### src/egs_pkg.sv
package egs_pkg;

    // Item kinds carried on the input tuser.
    localparam int OP_W = 2;
    localparam logic [OP_W-1:0] OP_SAMPLE = 2'd0;
    localparam logic [OP_W-1:0] OP_TICK   = 2'd1;
    localparam logic [OP_W-1:0] OP_CLEAR  = 2'd2;
    localparam logic [OP_W-1:0] OP_PAUSE  = 2'd3;

    // Configuration register indexes.
    localparam int CFG_ADDR_W = 3;
    localparam int CFG_DATA_W = 16;
    localparam logic [CFG_ADDR_W-1:0] REG_SEQ_LENGTH     = 3'd0;
    localparam logic [CFG_ADDR_W-1:0] REG_EVENT_COUNT    = 3'd1;
    localparam logic [CFG_ADDR_W-1:0] REG_ROTATION       = 3'd2;
    localparam logic [CFG_ADDR_W-1:0] REG_RISE_THRESHOLD = 3'd3;
    localparam logic [CFG_ADDR_W-1:0] REG_FALL_THRESHOLD = 3'd4;
    localparam logic [CFG_ADDR_W-1:0] REG_GATE_TICKS     = 3'd5;

    // Field widths.
    localparam int SAMPLE_W = 16;
    localparam int LEN_W    = 7;
    localparam int ROT_W    = 6;
    localparam int TICK_W   = 16;
    localparam int STEP_OUT_W = 6;
    localparam int S_DATA_W = 16;
    localparam int M_DATA_W = 16;

    // Result item, highest field first when packed into tdata (gate_out is bit 0).
    typedef struct packed {
        logic [M_DATA_W-10:0]  pad;
        logic                  event_fired;
        logic                  clock_edge;
        logic [STEP_OUT_W-1:0] step_now;
        logic                  gate_out;
    } result_t;

endpackage

### src/euclidean_gate_sequencer.sv
// Channel   Dir  Handshake                 Payload
// s_        in   s_tvalid / s_tready       s_tdata: cv_sample; s_tuser: opcode
// m_        out  m_tvalid / m_tready       m_tdata: gate_out, step_now, clock_edge,
//                                           event_fired
// cfg_      in   cfg_wr_en                 cfg_addr: register index; cfg_wdata
//
// A tick, clear, pause toggle or sample without an unpaused rising edge passes through the
// evaluate and finish states; its result is registered once the output register is free.
// An unpaused rising edge also runs the shared restoring divider in three passes (step
// wrap, rotation reduction, pattern test), with mix, multiply and load states before the
// last pass. One item is in work at a time; s_tready is high only while idle.
// A waiting result is held in the output register while the next item is taken in.
// Reset (aresetn low, synchronous) restores register defaults, control and channel state.
module euclidean_gate_sequencer #(
    parameter int MAX_STEPS = 64
) (
    input  logic                           aclk,
    input  logic                           aresetn,
    // cfg port
    input  logic                           cfg_wr_en,
    input  logic [egs_pkg::CFG_ADDR_W-1:0] cfg_addr,
    input  logic [egs_pkg::CFG_DATA_W-1:0] cfg_wdata,
    // input stream
    input  logic                           s_tvalid,
    output logic                           s_tready,
    input  logic [egs_pkg::S_DATA_W-1:0]   s_tdata,  // [15:0] cv_sample
    input  logic [egs_pkg::OP_W-1:0]       s_tuser,  // [1:0] opcode
    // result stream
    output logic                           m_tvalid,
    input  logic                           m_tready,
    output logic [egs_pkg::M_DATA_W-1:0]   m_tdata   // [0] gate_out, [6:1] step_now,
                                                     // [7] clock_edge, [8] event_fired
);
    import egs_pkg::*;

    localparam int SW      = (MAX_STEPS > 2) ? $clog2(MAX_STEPS) : 1;
    localparam int LEN_CAP = (MAX_STEPS > 127) ? 127 : MAX_STEPS;
    localparam int NUM_W   = 16;
    localparam int DIV_W   = 8;
    localparam int CNT_W   = $clog2(NUM_W);
    localparam logic [CNT_W-1:0] CNT_LAST = CNT_W'(NUM_W - 1);

    localparam logic [2:0] ST_IDLE   = 3'd0;
    localparam logic [2:0] ST_EVAL   = 3'd1;
    localparam logic [2:0] ST_DIV    = 3'd2;
    localparam logic [2:0] ST_MIX    = 3'd3;
    localparam logic [2:0] ST_MUL    = 3'd4;
    localparam logic [2:0] ST_QLOAD  = 3'd5;
    localparam logic [2:0] ST_FINISH = 3'd6;

    localparam logic [1:0] PH_STEP = 2'd0;
    localparam logic [1:0] PH_ROT  = 2'd1;
    localparam logic [1:0] PH_EVT  = 2'd2;

    // Configuration registers.
    logic [LEN_W-1:0]         seq_length_reg;
    logic [LEN_W-1:0]         event_count_reg;
    logic [ROT_W-1:0]         rotation_reg;
    logic signed [SAMPLE_W-1:0] rise_thr_reg;
    logic signed [SAMPLE_W-1:0] fall_thr_reg;
    logic [TICK_W-1:0]        gate_ticks_reg;

    // Channel state.
    logic [SW-1:0]     step_reg, step_next;
    logic              input_high_reg, input_high_next;
    logic              paused_reg, paused_next;
    logic [TICK_W-1:0] gate_age_reg, gate_age_next;
    logic              gate_level_reg, gate_level_next;

    // Sequencer control.
    logic [2:0] state_reg, state_next;
    logic [1:0] phase_reg, phase_next;
    logic       edge_reg, edge_next;
    logic       fired_reg, fired_next;
    logic       m_valid_reg, m_valid_next;

    // Item and work registers.
    logic [OP_W-1:0]       op_reg, op_next;
    logic [SAMPLE_W-1:0]   sample_reg, sample_next;
    logic [LEN_W-1:0]      rotr_reg, rotr_next;
    logic [LEN_W-1:0]      m_reg, m_next;
    logic [2*LEN_W-1:0]    prod_reg, prod_next;
    logic [NUM_W-1:0]      num_reg, num_next;
    logic [DIV_W-1:0]      rem_reg, rem_next;
    logic [DIV_W-1:0]      div_reg, div_next;
    logic [CNT_W-1:0]      cnt_reg, cnt_next;
    result_t               out_reg, out_next;

    // Effective length and event count.
    logic [LEN_W-1:0] len;
    logic [LEN_W-1:0] ev;
    always_comb begin
        if (seq_length_reg == '0) begin
            len = LEN_W'(1);
        end else if (32'(seq_length_reg) > LEN_CAP) begin
            len = LEN_W'(LEN_CAP);
        end else begin
            len = seq_length_reg;
        end
        if (event_count_reg == '0) begin
            ev = LEN_W'(1);
        end else if (event_count_reg > len) begin
            ev = len;
        end else begin
            ev = event_count_reg;
        end
    end

    // One restoring division step: shift in the next numerator bit, subtract if it fits.
    logic [DIV_W:0]   trial;
    logic             trial_fits;
    logic [DIV_W-1:0] rem_step;
    always_comb begin
        trial      = {rem_reg, num_reg[NUM_W-1]};
        trial_fits = trial >= {1'b0, div_reg};
        rem_step   = trial_fits ? DIV_W'(trial - {1'b0, div_reg}) : trial[DIV_W-1:0];
    end

    // Hysteresis detector on the held sample. The falling test comes first, so an input
    // that drops on this sample may rise again on the same sample.
    logic high_after_fall;
    logic rise_seen;
    always_comb begin
        high_after_fall = input_high_reg && ($signed(sample_reg) < fall_thr_reg);
        rise_seen       = (!input_high_reg || high_after_fall)
                       && ($signed(sample_reg) > rise_thr_reg);
    end

    // Rotated step position, reduced once against the length.
    logic [DIV_W-1:0] m_sum;
    always_comb begin
        m_sum = DIV_W'(step_reg) + {1'b0, rotr_reg};
        if (m_sum >= {1'b0, len}) begin
            m_sum = m_sum - {1'b0, len};
        end
    end

    // Pattern test on the final remainder: fire when L-E <= r < L+E.
    logic fire_hit;
    always_comb begin
        fire_hit = (rem_step >= {1'b0, len - ev})
                && (rem_step < ({1'b0, len} + {1'b0, ev}));
    end

    logic [SW+STEP_OUT_W-1:0] step_wide;
    assign step_wide = {{STEP_OUT_W{1'b0}}, step_reg};

    logic [TICK_W-1:0] age_inc;
    assign age_inc = (gate_age_reg == '1) ? gate_age_reg : gate_age_reg + 1'b1;

    logic out_free;
    assign out_free = !m_valid_reg || m_tready;

    // Sequencer.
    always_comb begin
        state_next      = state_reg;
        phase_next      = phase_reg;
        edge_next       = edge_reg;
        fired_next      = fired_reg;
        step_next       = step_reg;
        input_high_next = input_high_reg;
        paused_next     = paused_reg;
        gate_age_next   = gate_age_reg;
        gate_level_next = gate_level_reg;
        op_next         = op_reg;
        sample_next     = sample_reg;
        rotr_next       = rotr_reg;
        m_next          = m_reg;
        prod_next       = prod_reg;
        num_next        = num_reg;
        rem_next        = rem_reg;
        div_next        = div_reg;
        cnt_next        = cnt_reg;
        out_next        = out_reg;
        m_valid_next    = m_valid_reg && !m_tready;

        unique case (state_reg)
            ST_IDLE: begin
                if (s_tvalid) begin
                    op_next     = s_tuser;
                    sample_next = s_tdata;
                    state_next  = ST_EVAL;
                end
            end
            ST_EVAL: begin
                edge_next  = 1'b0;
                fired_next = 1'b0;
                state_next = ST_FINISH;
                case (op_reg)
                    OP_SAMPLE: begin
                        input_high_next = high_after_fall ? 1'b0 : input_high_reg;
                        if (rise_seen) begin
                            input_high_next = 1'b1;
                            gate_age_next   = '0;
                            if (!paused_reg) begin
                                // Wrap the advanced step against the length.
                                num_next   = NUM_W'(step_reg) + NUM_W'(1);
                                div_next   = DIV_W'(len);
                                rem_next   = '0;
                                cnt_next   = '0;
                                phase_next = PH_STEP;
                                state_next = ST_DIV;
                            end
                        end
                    end
                    OP_TICK: begin
                        gate_age_next = age_inc;
                        if (age_inc > gate_ticks_reg) begin
                            gate_level_next = 1'b0;
                        end
                    end
                    OP_CLEAR: begin
                        step_next = '0;
                    end
                    default: begin
                        paused_next = !paused_reg;
                    end
                endcase
            end
            ST_DIV: begin
                num_next = num_reg << 1;
                rem_next = rem_step;
                cnt_next = cnt_reg + 1'b1;
                if (cnt_reg == CNT_LAST) begin
                    unique case (phase_reg)
                        PH_STEP: begin
                            step_next  = SW'(rem_step);
                            // Reduce the rotation against the length.
                            num_next   = NUM_W'(rotation_reg);
                            div_next   = DIV_W'(len);
                            rem_next   = '0;
                            cnt_next   = '0;
                            phase_next = PH_ROT;
                        end
                        PH_ROT: begin
                            rotr_next  = LEN_W'(rem_step);
                            state_next = ST_MIX;
                        end
                        PH_EVT: begin
                            edge_next  = 1'b1;
                            fired_next = fire_hit;
                            if (fire_hit) begin
                                gate_level_next = 1'b1;
                            end
                            state_next = ST_FINISH;
                        end
                        default: begin
                            state_next = ST_FINISH;
                        end
                    endcase
                end
            end
            ST_MIX: begin
                m_next     = LEN_W'(m_sum);
                state_next = ST_MUL;
            end
            ST_MUL: begin
                prod_next  = m_reg * ev;
                state_next = ST_QLOAD;
            end
            ST_QLOAD: begin
                // Divide 2*m*E + L by 2*L; only the remainder is needed.
                num_next   = {1'b0, prod_reg, 1'b0} + NUM_W'(len);
                div_next   = {len, 1'b0};
                rem_next   = '0;
                cnt_next   = '0;
                phase_next = PH_EVT;
                state_next = ST_DIV;
            end
            ST_FINISH: begin
                if (out_free) begin
                    out_next.pad         = '0;
                    out_next.event_fired = fired_reg;
                    out_next.clock_edge  = edge_reg;
                    out_next.step_now    = step_wide[STEP_OUT_W-1:0];
                    out_next.gate_out    = gate_level_reg;
                    m_valid_next         = 1'b1;
                    state_next           = ST_IDLE;
                end
            end
            default: begin
                state_next = ST_IDLE;
            end
        endcase
    end

    // Control and channel state.
    always_ff @(posedge aclk) begin
        if (!aresetn) begin
            state_reg      <= ST_IDLE;
            phase_reg      <= PH_STEP;
            edge_reg       <= 1'b0;
            fired_reg      <= 1'b0;
            m_valid_reg    <= 1'b0;
            step_reg       <= '0;
            input_high_reg <= 1'b0;
            paused_reg     <= 1'b0;
            gate_age_reg   <= '0;
            gate_level_reg <= 1'b0;
        end else begin
            state_reg      <= state_next;
            phase_reg      <= phase_next;
            edge_reg       <= edge_next;
            fired_reg      <= fired_next;
            m_valid_reg    <= m_valid_next;
            step_reg       <= step_next;
            input_high_reg <= input_high_next;
            paused_reg     <= paused_next;
            gate_age_reg   <= gate_age_next;
            gate_level_reg <= gate_level_next;
        end
    end

    // Work and payload registers.
    always_ff @(posedge aclk) begin
        op_reg     <= op_next;
        sample_reg <= sample_next;
        rotr_reg   <= rotr_next;
        m_reg      <= m_next;
        prod_reg   <= prod_next;
        num_reg    <= num_next;
        rem_reg    <= rem_next;
        div_reg    <= div_next;
        cnt_reg    <= cnt_next;
        out_reg    <= out_next;
    end

    // Configuration writes.
    always_ff @(posedge aclk) begin
        if (!aresetn) begin
            seq_length_reg  <= LEN_W'(16);
            event_count_reg <= LEN_W'(4);
            rotation_reg    <= '0;
            rise_thr_reg    <= SAMPLE_W'(6553);
            fall_thr_reg    <= SAMPLE_W'(1638);
            gate_ticks_reg  <= TICK_W'(10);
        end else if (cfg_wr_en) begin
            unique case (cfg_addr)
                REG_SEQ_LENGTH:     seq_length_reg  <= cfg_wdata[LEN_W-1:0];
                REG_EVENT_COUNT:    event_count_reg <= cfg_wdata[LEN_W-1:0];
                REG_ROTATION:       rotation_reg    <= cfg_wdata[ROT_W-1:0];
                REG_RISE_THRESHOLD: rise_thr_reg    <= $signed(cfg_wdata[SAMPLE_W-1:0]);
                REG_FALL_THRESHOLD: fall_thr_reg    <= $signed(cfg_wdata[SAMPLE_W-1:0]);
                REG_GATE_TICKS:     gate_ticks_reg  <= cfg_wdata[TICK_W-1:0];
                default: begin
                end
            endcase
        end
    end

    assign s_tready = (state_reg == ST_IDLE);
    assign m_tvalid = m_valid_reg;
    assign m_tdata  = out_reg;

endmodule
### config.mk
export PLATFORM = sky130hd
export DESIGN_NAME = euclidean_gate_sequencer
export DESIGN_NICKNAME = d
export VERILOG_FILES = /design/src/egs_pkg.sv /design/src/euclidean_gate_sequencer.sv
export SDC_FILE = /design/constraint.sdc
export NUM_CORES = 1
export LEC_CHECK = 0
export BUFFER_PORTS_ARGS = -buffer_cell sky130_fd_sc_hd__buf_2
export CAP_MARGIN = 20
export CORE_MARGIN = 5
export CORE_UTILIZATION = 40
export DETAILED_ROUTE_END_ITERATION = 16
export GPL_ROUTABILITY_DRIVEN = 0
export SLEW_MARGIN = 20
export SYNTH_ARGS = -nofsm -noshare
export SYNTH_HDL_FRONTEND = slang
export SYNTH_SLANG_ARGS = --single-unit
### constraint.sdc
create_clock -name aclk -period 7 [get_ports aclk]
set_input_delay 1.4 -clock aclk [delete_from_list [all_inputs] [get_ports aclk]]
set_output_delay 1.4 -clock aclk [all_outputs]
set_load 0.01 [all_outputs]
# [After elaboration in Yosys (flattened, before gate mapping)]
# Index checks and enable logic that the tools add are counted.
[totals] ff_bits=192 inputBits=42 out_inout_bits=18
[op_classes] add_sub_neg=9 multipliers=1 n_lt_le_gt_ge=9 n_eq_ne=31 mux=67 bitwise_logic=1 reduce_logical=39
[ops] op="$mux 16" n=7
[ops] op="$mux 8" n=11
[ops] op="$pmux 16 s3" n=1
[ops] op="$pmux 8 s3" n=2
[ops] op="$mux 7" n=5
[ops] op="$gt 16x16->1" n=2
[ops] op="$pmux 16 s2" n=1
[ops] op="$ne 2x2->1 const B" n=11
[ops] op="$pmux 3 s7" n=1
[ops] op="$mux 4" n=5
[ops] op="$mux 3" n=6
[ops] op="$mux 6" n=3
[ops] op="$reduce_and 2->1" n=9
[ops] op="$add 15x7->16" n=1
[ops] op="$add 16x1->16 const B" n=1
[ops] op="$eq 16x16->1 const B" n=1
[ops] op="$ge 8x7->1" n=2
[ops] op="$lt 16x16->1" n=1
[ops] op="$eq 3x3->1 const B" n=5
[ops] op="$logic_not 7->1" n=2
[ops] op="$mul 7x7->14" n=1
[ops] op="$sub 7x7->7" n=2
[ops] op="$mux 1" n=13
[ops] op="$eq 3x2->1 const B" n=4
[ops] op="other kinds (32)" n=60

# [Depth between registers and ports, before layout]
[depth] word_depth=13 depth_mapped=27

# [Worst setup path after synthesis]
# No wires, ideal clock.
[synth_timing] path_type="register -> register" from="register seq_length_reg[6]" to="register prod_reg[13] (data pin)" setup_ns=0.268 t_arrival_ns=6.103 path_slack_ns=0.630 path_stages_with_launch=26 path_buffers=0 period_less_slack_ns=6.370 path_cell_list="dfxtp_1 -> clkinv_1 -> nand2_1 -> ha_1 -> nor2b_1 -> o21ai_0 -> a21oi_1 -> o31ai_4 -> mux2i_1 -> nor2_1 -> nand2_1 -> fa_1 -> fa_1 -> inv_1 -> fa_1 -> inv_1 -> fa_1 -> inv_1 -> ha_1 -> o21a_1 -> o21a_1 -> o41a_1 -> o21a_1 -> o21a_1 -> o41ai_1 -> xnor2_1"
[synth_between] elab_chain_cells=7 elab_cells_between_ends=8
[synth_rtl] element="start, declared" line_no="euclidean_gate_sequencer.sv:56" source="logic [LEN_W-1:0] seq_length_reg;"
[synth_rtl] element="start signal, assigned" line_no="euclidean_gate_sequencer.sv:339" source="REG_SEQ_LENGTH: seq_length_reg <= cfg_wdata[LEN_W-1:0];"
[synth_rtl] element="$gt 7x7->1" line_no="euclidean_gate_sequencer.sv:95" source="end else if (32'(seq_length_reg) > LEN_CAP) begin"
[synth_rtl] element="$mux 7" line_no="euclidean_gate_sequencer.sv:95"
[synth_rtl] element="$mux 7 (*)" line_no="euclidean_gate_sequencer.sv:93" source="if (seq_length_reg == '0) begin"
[synth_rtl] element="$gt 7x7->1" line_no="euclidean_gate_sequencer.sv:102" source="end else if (event_count_reg > len) begin"
[synth_rtl] element="$mux 7 (*)" line_no="euclidean_gate_sequencer.sv:102"
[synth_rtl] element="$mux 7 (*)" line_no="euclidean_gate_sequencer.sv:100" source="if (event_count_reg == '0) begin"
[synth_rtl] element="$mul 7x7->14 (*)" line_no="euclidean_gate_sequencer.sv:258" source="prod_next = m_reg * ev;"
[synth_rtl] element="end signal, assigned" line_no="euclidean_gate_sequencer.sv:320" source="prod_reg <= prod_next;"
[synth_rtl] element="end, declared" line_no="euclidean_gate_sequencer.sv:82" source="logic [2*LEN_W-1:0] prod_reg, prod_next;"
# Mark *: on every way between the ends. The rest lies on a longest branch, timed or not.
# A chain may end at the register's enable or synchronous reset.

# [Worst setup path in the final report]
[layout_timing] from="register seq_length_reg[1]" to="register prod_reg[13] (data pin)"
[layout_between] elab_chain_cells=7 elab_cells_between_ends=8
[layout_rtl] element="$gt 7x7->1" line_no="euclidean_gate_sequencer.sv:95"
[layout_rtl] element="$mux 7" line_no="euclidean_gate_sequencer.sv:95"
[layout_rtl] element="$mux 7 (*)" line_no="euclidean_gate_sequencer.sv:93"
[layout_rtl] element="via len[0]" line_no="euclidean_gate_sequencer.sv:90" source="logic [LEN_W-1:0] len;"
[layout_rtl] element="$gt 7x7->1" line_no="euclidean_gate_sequencer.sv:102"
[layout_rtl] element="$mux 7 (*)" line_no="euclidean_gate_sequencer.sv:102"
[layout_rtl] element="$mux 7 (*)" line_no="euclidean_gate_sequencer.sv:100"
[layout_rtl] element="$mul 7x7->14 (*)" line_no="euclidean_gate_sequencer.sv:258"
# The timed path passes the listed nets; every way through them passes the cells marked *.

==> run_results.csv <==
group,metric,value,unit
status,status,"finished, final reports clean",
place,port_buffers,52,
global_route,grt_max_degree,72,
pwr,pwr_density_cell,198,mW/mm2
finish,n_antenna_cell,0,
worst_setup_path,crit_type,"flop to flop",
timing,drv_slew,0,
die,die_w,189,um
clock_tree,clock_latency,0.46,ns
clock_tree,cts_max_path_buffers,2,
routing,ant_nets,0,
routing,drtIter0Drc,604,
global_route,grt_pass1_wl,50.5,mm
worst_hold_path,holdCritPathClass,"flop to flop",
global_route,grt_pass1_vias,9469,
timing,relSlewSlack,0.328,
clock_tree,cts_root_buf,"clkbuf_16",
worst_setup_path,worstPathMaxFanout,5,
finish,final_area,0.0141,mm2
timing,hold_violations,0,
routing,route.detailed.wl_per_inst,16.7,um
timing,skew,0.0259,ns
clock_tree,cts_buffers,17,
synth,synth_cell_types,76,
die,ioPinCount,60,
clock_tree,cts_sinks,192,
finish,drive_gt1_frac,0.0950,
finish,nNetsFinal,1633,
synth,synth_edf_count,91,
clock_tree,cts_tree,"yes",
routing,drc,0,
synth,synth.yosys.seq_area_share,0.372,
routing,vias_per_cell,5.29,
global_route,antenna_found_initial,0,
finish,instances_no_fill,1833,
timing,finalCriticalPeriod,6.55,ns
die,start_util,0.405,
worst_setup_path,crit_required,7.18,ns
timing,worstMarginPinSlew,1.00,ns
pwr,ir_worst_vdd,0.000181,V
place,dpl.hpwl,23.0,mm
timing,setup_slack,0.452,ns
clock_tree,h-tree-depth,4,
synth,ys.flop_type,"dfxtp_1",
die,die_h,189,um
synth,syn_inst,1373,
finish,utilization,0.446,
finish,nFillCells,3044,
timing,finalCritPeriodShare,0.935,
die,coreArea,0.0316,mm2
synth,yosys-top-cells-area,"edfxtp_1 21%, dfxtp_1 16%, ha_1 14%",
synth,synth_top_cell_area_share,0.214,
job,cap_violations,0,
synth,netlist_area,0.0128,mm2
pwr,leakage,5.96,nW
routing,finalWirelength,30.7,mm
timing,finalSetupViolCount,0,
routing,vias,9704,
timing,fmax,153,MHz
die,rows,65,
place,dp_cells,1799,
finish,syn_to_final_growth,10.1,%
routing,dr.pass1.iters,5,
die,dieArea,0.0356,mm2
synth,async_flop_share,0,
synth,yosys_warnings,0,
finish,final_cell_mix,"185 x nand2_1, 143 x ha_1, 109 x inv_1, 104 x a21oi_1, 101 x dfxtp_1",
global_route,grt_usage,0.176,
synth,postSynthAreaPerCell,9.30,um2
finish,layout_commonest_cell,"nand2_1",
place,placed_area,0.0134,mm2
clock_tree,path_clk_slew,0.08,ns
timing,final.setup.tns,0,ns
place,post-place-ws,0.222,ns
clock_tree,cts_hold_buf,0,
synth,ys_ff_latch,192,
timing,rsz0062_at_grt,"no",
worst_setup_path,cp-start-kind,"flop",
worst_setup_path,crit_arrival,6.73,ns
worst_setup_path,cp-end-kind,"flop",
synth,synth_largest_area_cell,"edfxtp_1",
global_route,grt-ovfl-total,0,
[synthesized netlist by cell type (5+ instances only)]
library cell	count
a211oi_1	8
a21o_1	21
a21oi_1	104
a31oi_1	11
and2_1	44
and3_1	9
buf_4	8
clkbuf_1	34
dfxtp_1	101
edfxtp_1	91
fa_1	30
ha_1	143
inv_1	109
mux2_2	7
mux2i_1	31
nand2_1	185
nand2b_1	11
nand3_1	33
nand4_1	12
nor2_1	96
nor2b_1	11
nor3_1	20
o211ai_1	21
o21a_1	17
o21ai_0	54
o21bai_1	7
o221ai_1	5
or2_2	5
or3_1	6
xnor2_1	34
xor2_1	27
[stage by stage]
step | hold slack [ns] | power [mW]
2_1_floorplan | 0.400 | 1.68
3_3_place_gp | 0.416 | 1.82
3_5_place_dp | 0.419 | 1.83
4_1_cts | 0.440 | 2.81
5_1_grt | 0.458 | 2.94
6_report | 0.438 | 2.79
[kinds of logic (layout without fill, tap and decap cells)]
kind of cell    Yosys count  after routing  synth area share
xor+xnor                 61             61            0.0418
mux                      39             39            0.0316
flops                   192            192             0.372
buf+inv                 158            210            0.0496
fa+ha+maj               173            173             0.187
simple gates            452            452             0.164
other cells               1              7          0.000294
compound gates          297            297             0.153
[critical path, cell delays in order, from the launching register on]
cell and delay, ns:
dfxtp_1 0.33, or4_1 0.52, nor2_1 0.11, o21a_1 0.15, ha_1 0.15, nor2b_1 0.04
o21ai_0 0.13, a21oi_1 0.14, o31ai_4 0.40, buf_4 0.20, mux2i_1 0.18, nor2_1 0.07
nand2_1 0.12, fa_1 0.45, fa_1 0.55, inv_1 0.06, fa_1 0.53, inv_1 0.05
fa_1 0.53, inv_1 0.04, ha_1 0.32, o21a_1 0.18, o21a_1 0.16, o41a_1 0.12
o21a_1 0.19, o21a_1 0.19, o41ai_2 0.23, xnor2_1 0.13
[routing by layer]
metal | part of all wire | global-route usage | vias to the layer above
li1 | - | - | 4897
met1 | 0.50 | 0.254 | 4618
met2 | 0.45 | 0.279 | 162
met3 | 0.034 | 0.0250 | 27
met4 | 0.016 | 0.0457 | 0
met5 | 0 | 0 | -
[repair_timing]
| item | 4_1_cts | 5_1_grt |
|---|---|---|
| endpoints found under the setup margin | 0 | 3 |
| resized for setup | 0 | 5 |
| setup buffers | 0 | 2 |
[cell type report]
cell class | count | area (um2) | area share
well taps | 402 | 503 | 0.0358
repair buffers | 66 | 365 | 0.0260
flip-flops and latches | 192 | 4750 | 0.338
clock inverters | 13 | 143 | 0.0101
multi-input cells | 1029 | 7430 | 0.529
clock buffers | 19 | 443 | 0.0315
inverters | 112 | 420 | 0.0299
[power by group]
part | internal (mW) | switching, mW | total, mW | leakage (nW)
logic | 0.209 | 0.320 | 0.528 | 4.01
registers | 1.24 | 0.0345 | 1.28 | 1.66
clock network | 0.487 | 0.499 | 0.986 | 0.287
total | 1.94 | 0.853 | 2.79 | 5.96
[worst paths after layout]
path,from,end,slack (ns),cells after the start
setup / recovery,seq_length_reg[1]$_SDFFE_PN0P_,prod_reg[13]$_DFFE_PP_,0.45,27
hold / removal,fired_reg$_SDFFE_PN0P_,m_tdata[8]$_DFFE_PP_,0.44,0
setup reg to reg,seq_length_reg[1]$_SDFFE_PN0P_,prod_reg[13]$_DFFE_PP_,0.45,27
hold reg to reg,fired_reg$_SDFFE_PN0P_,m_tdata[8]$_DFFE_PP_,0.44,0
Power figures use the tool's default switching activity.
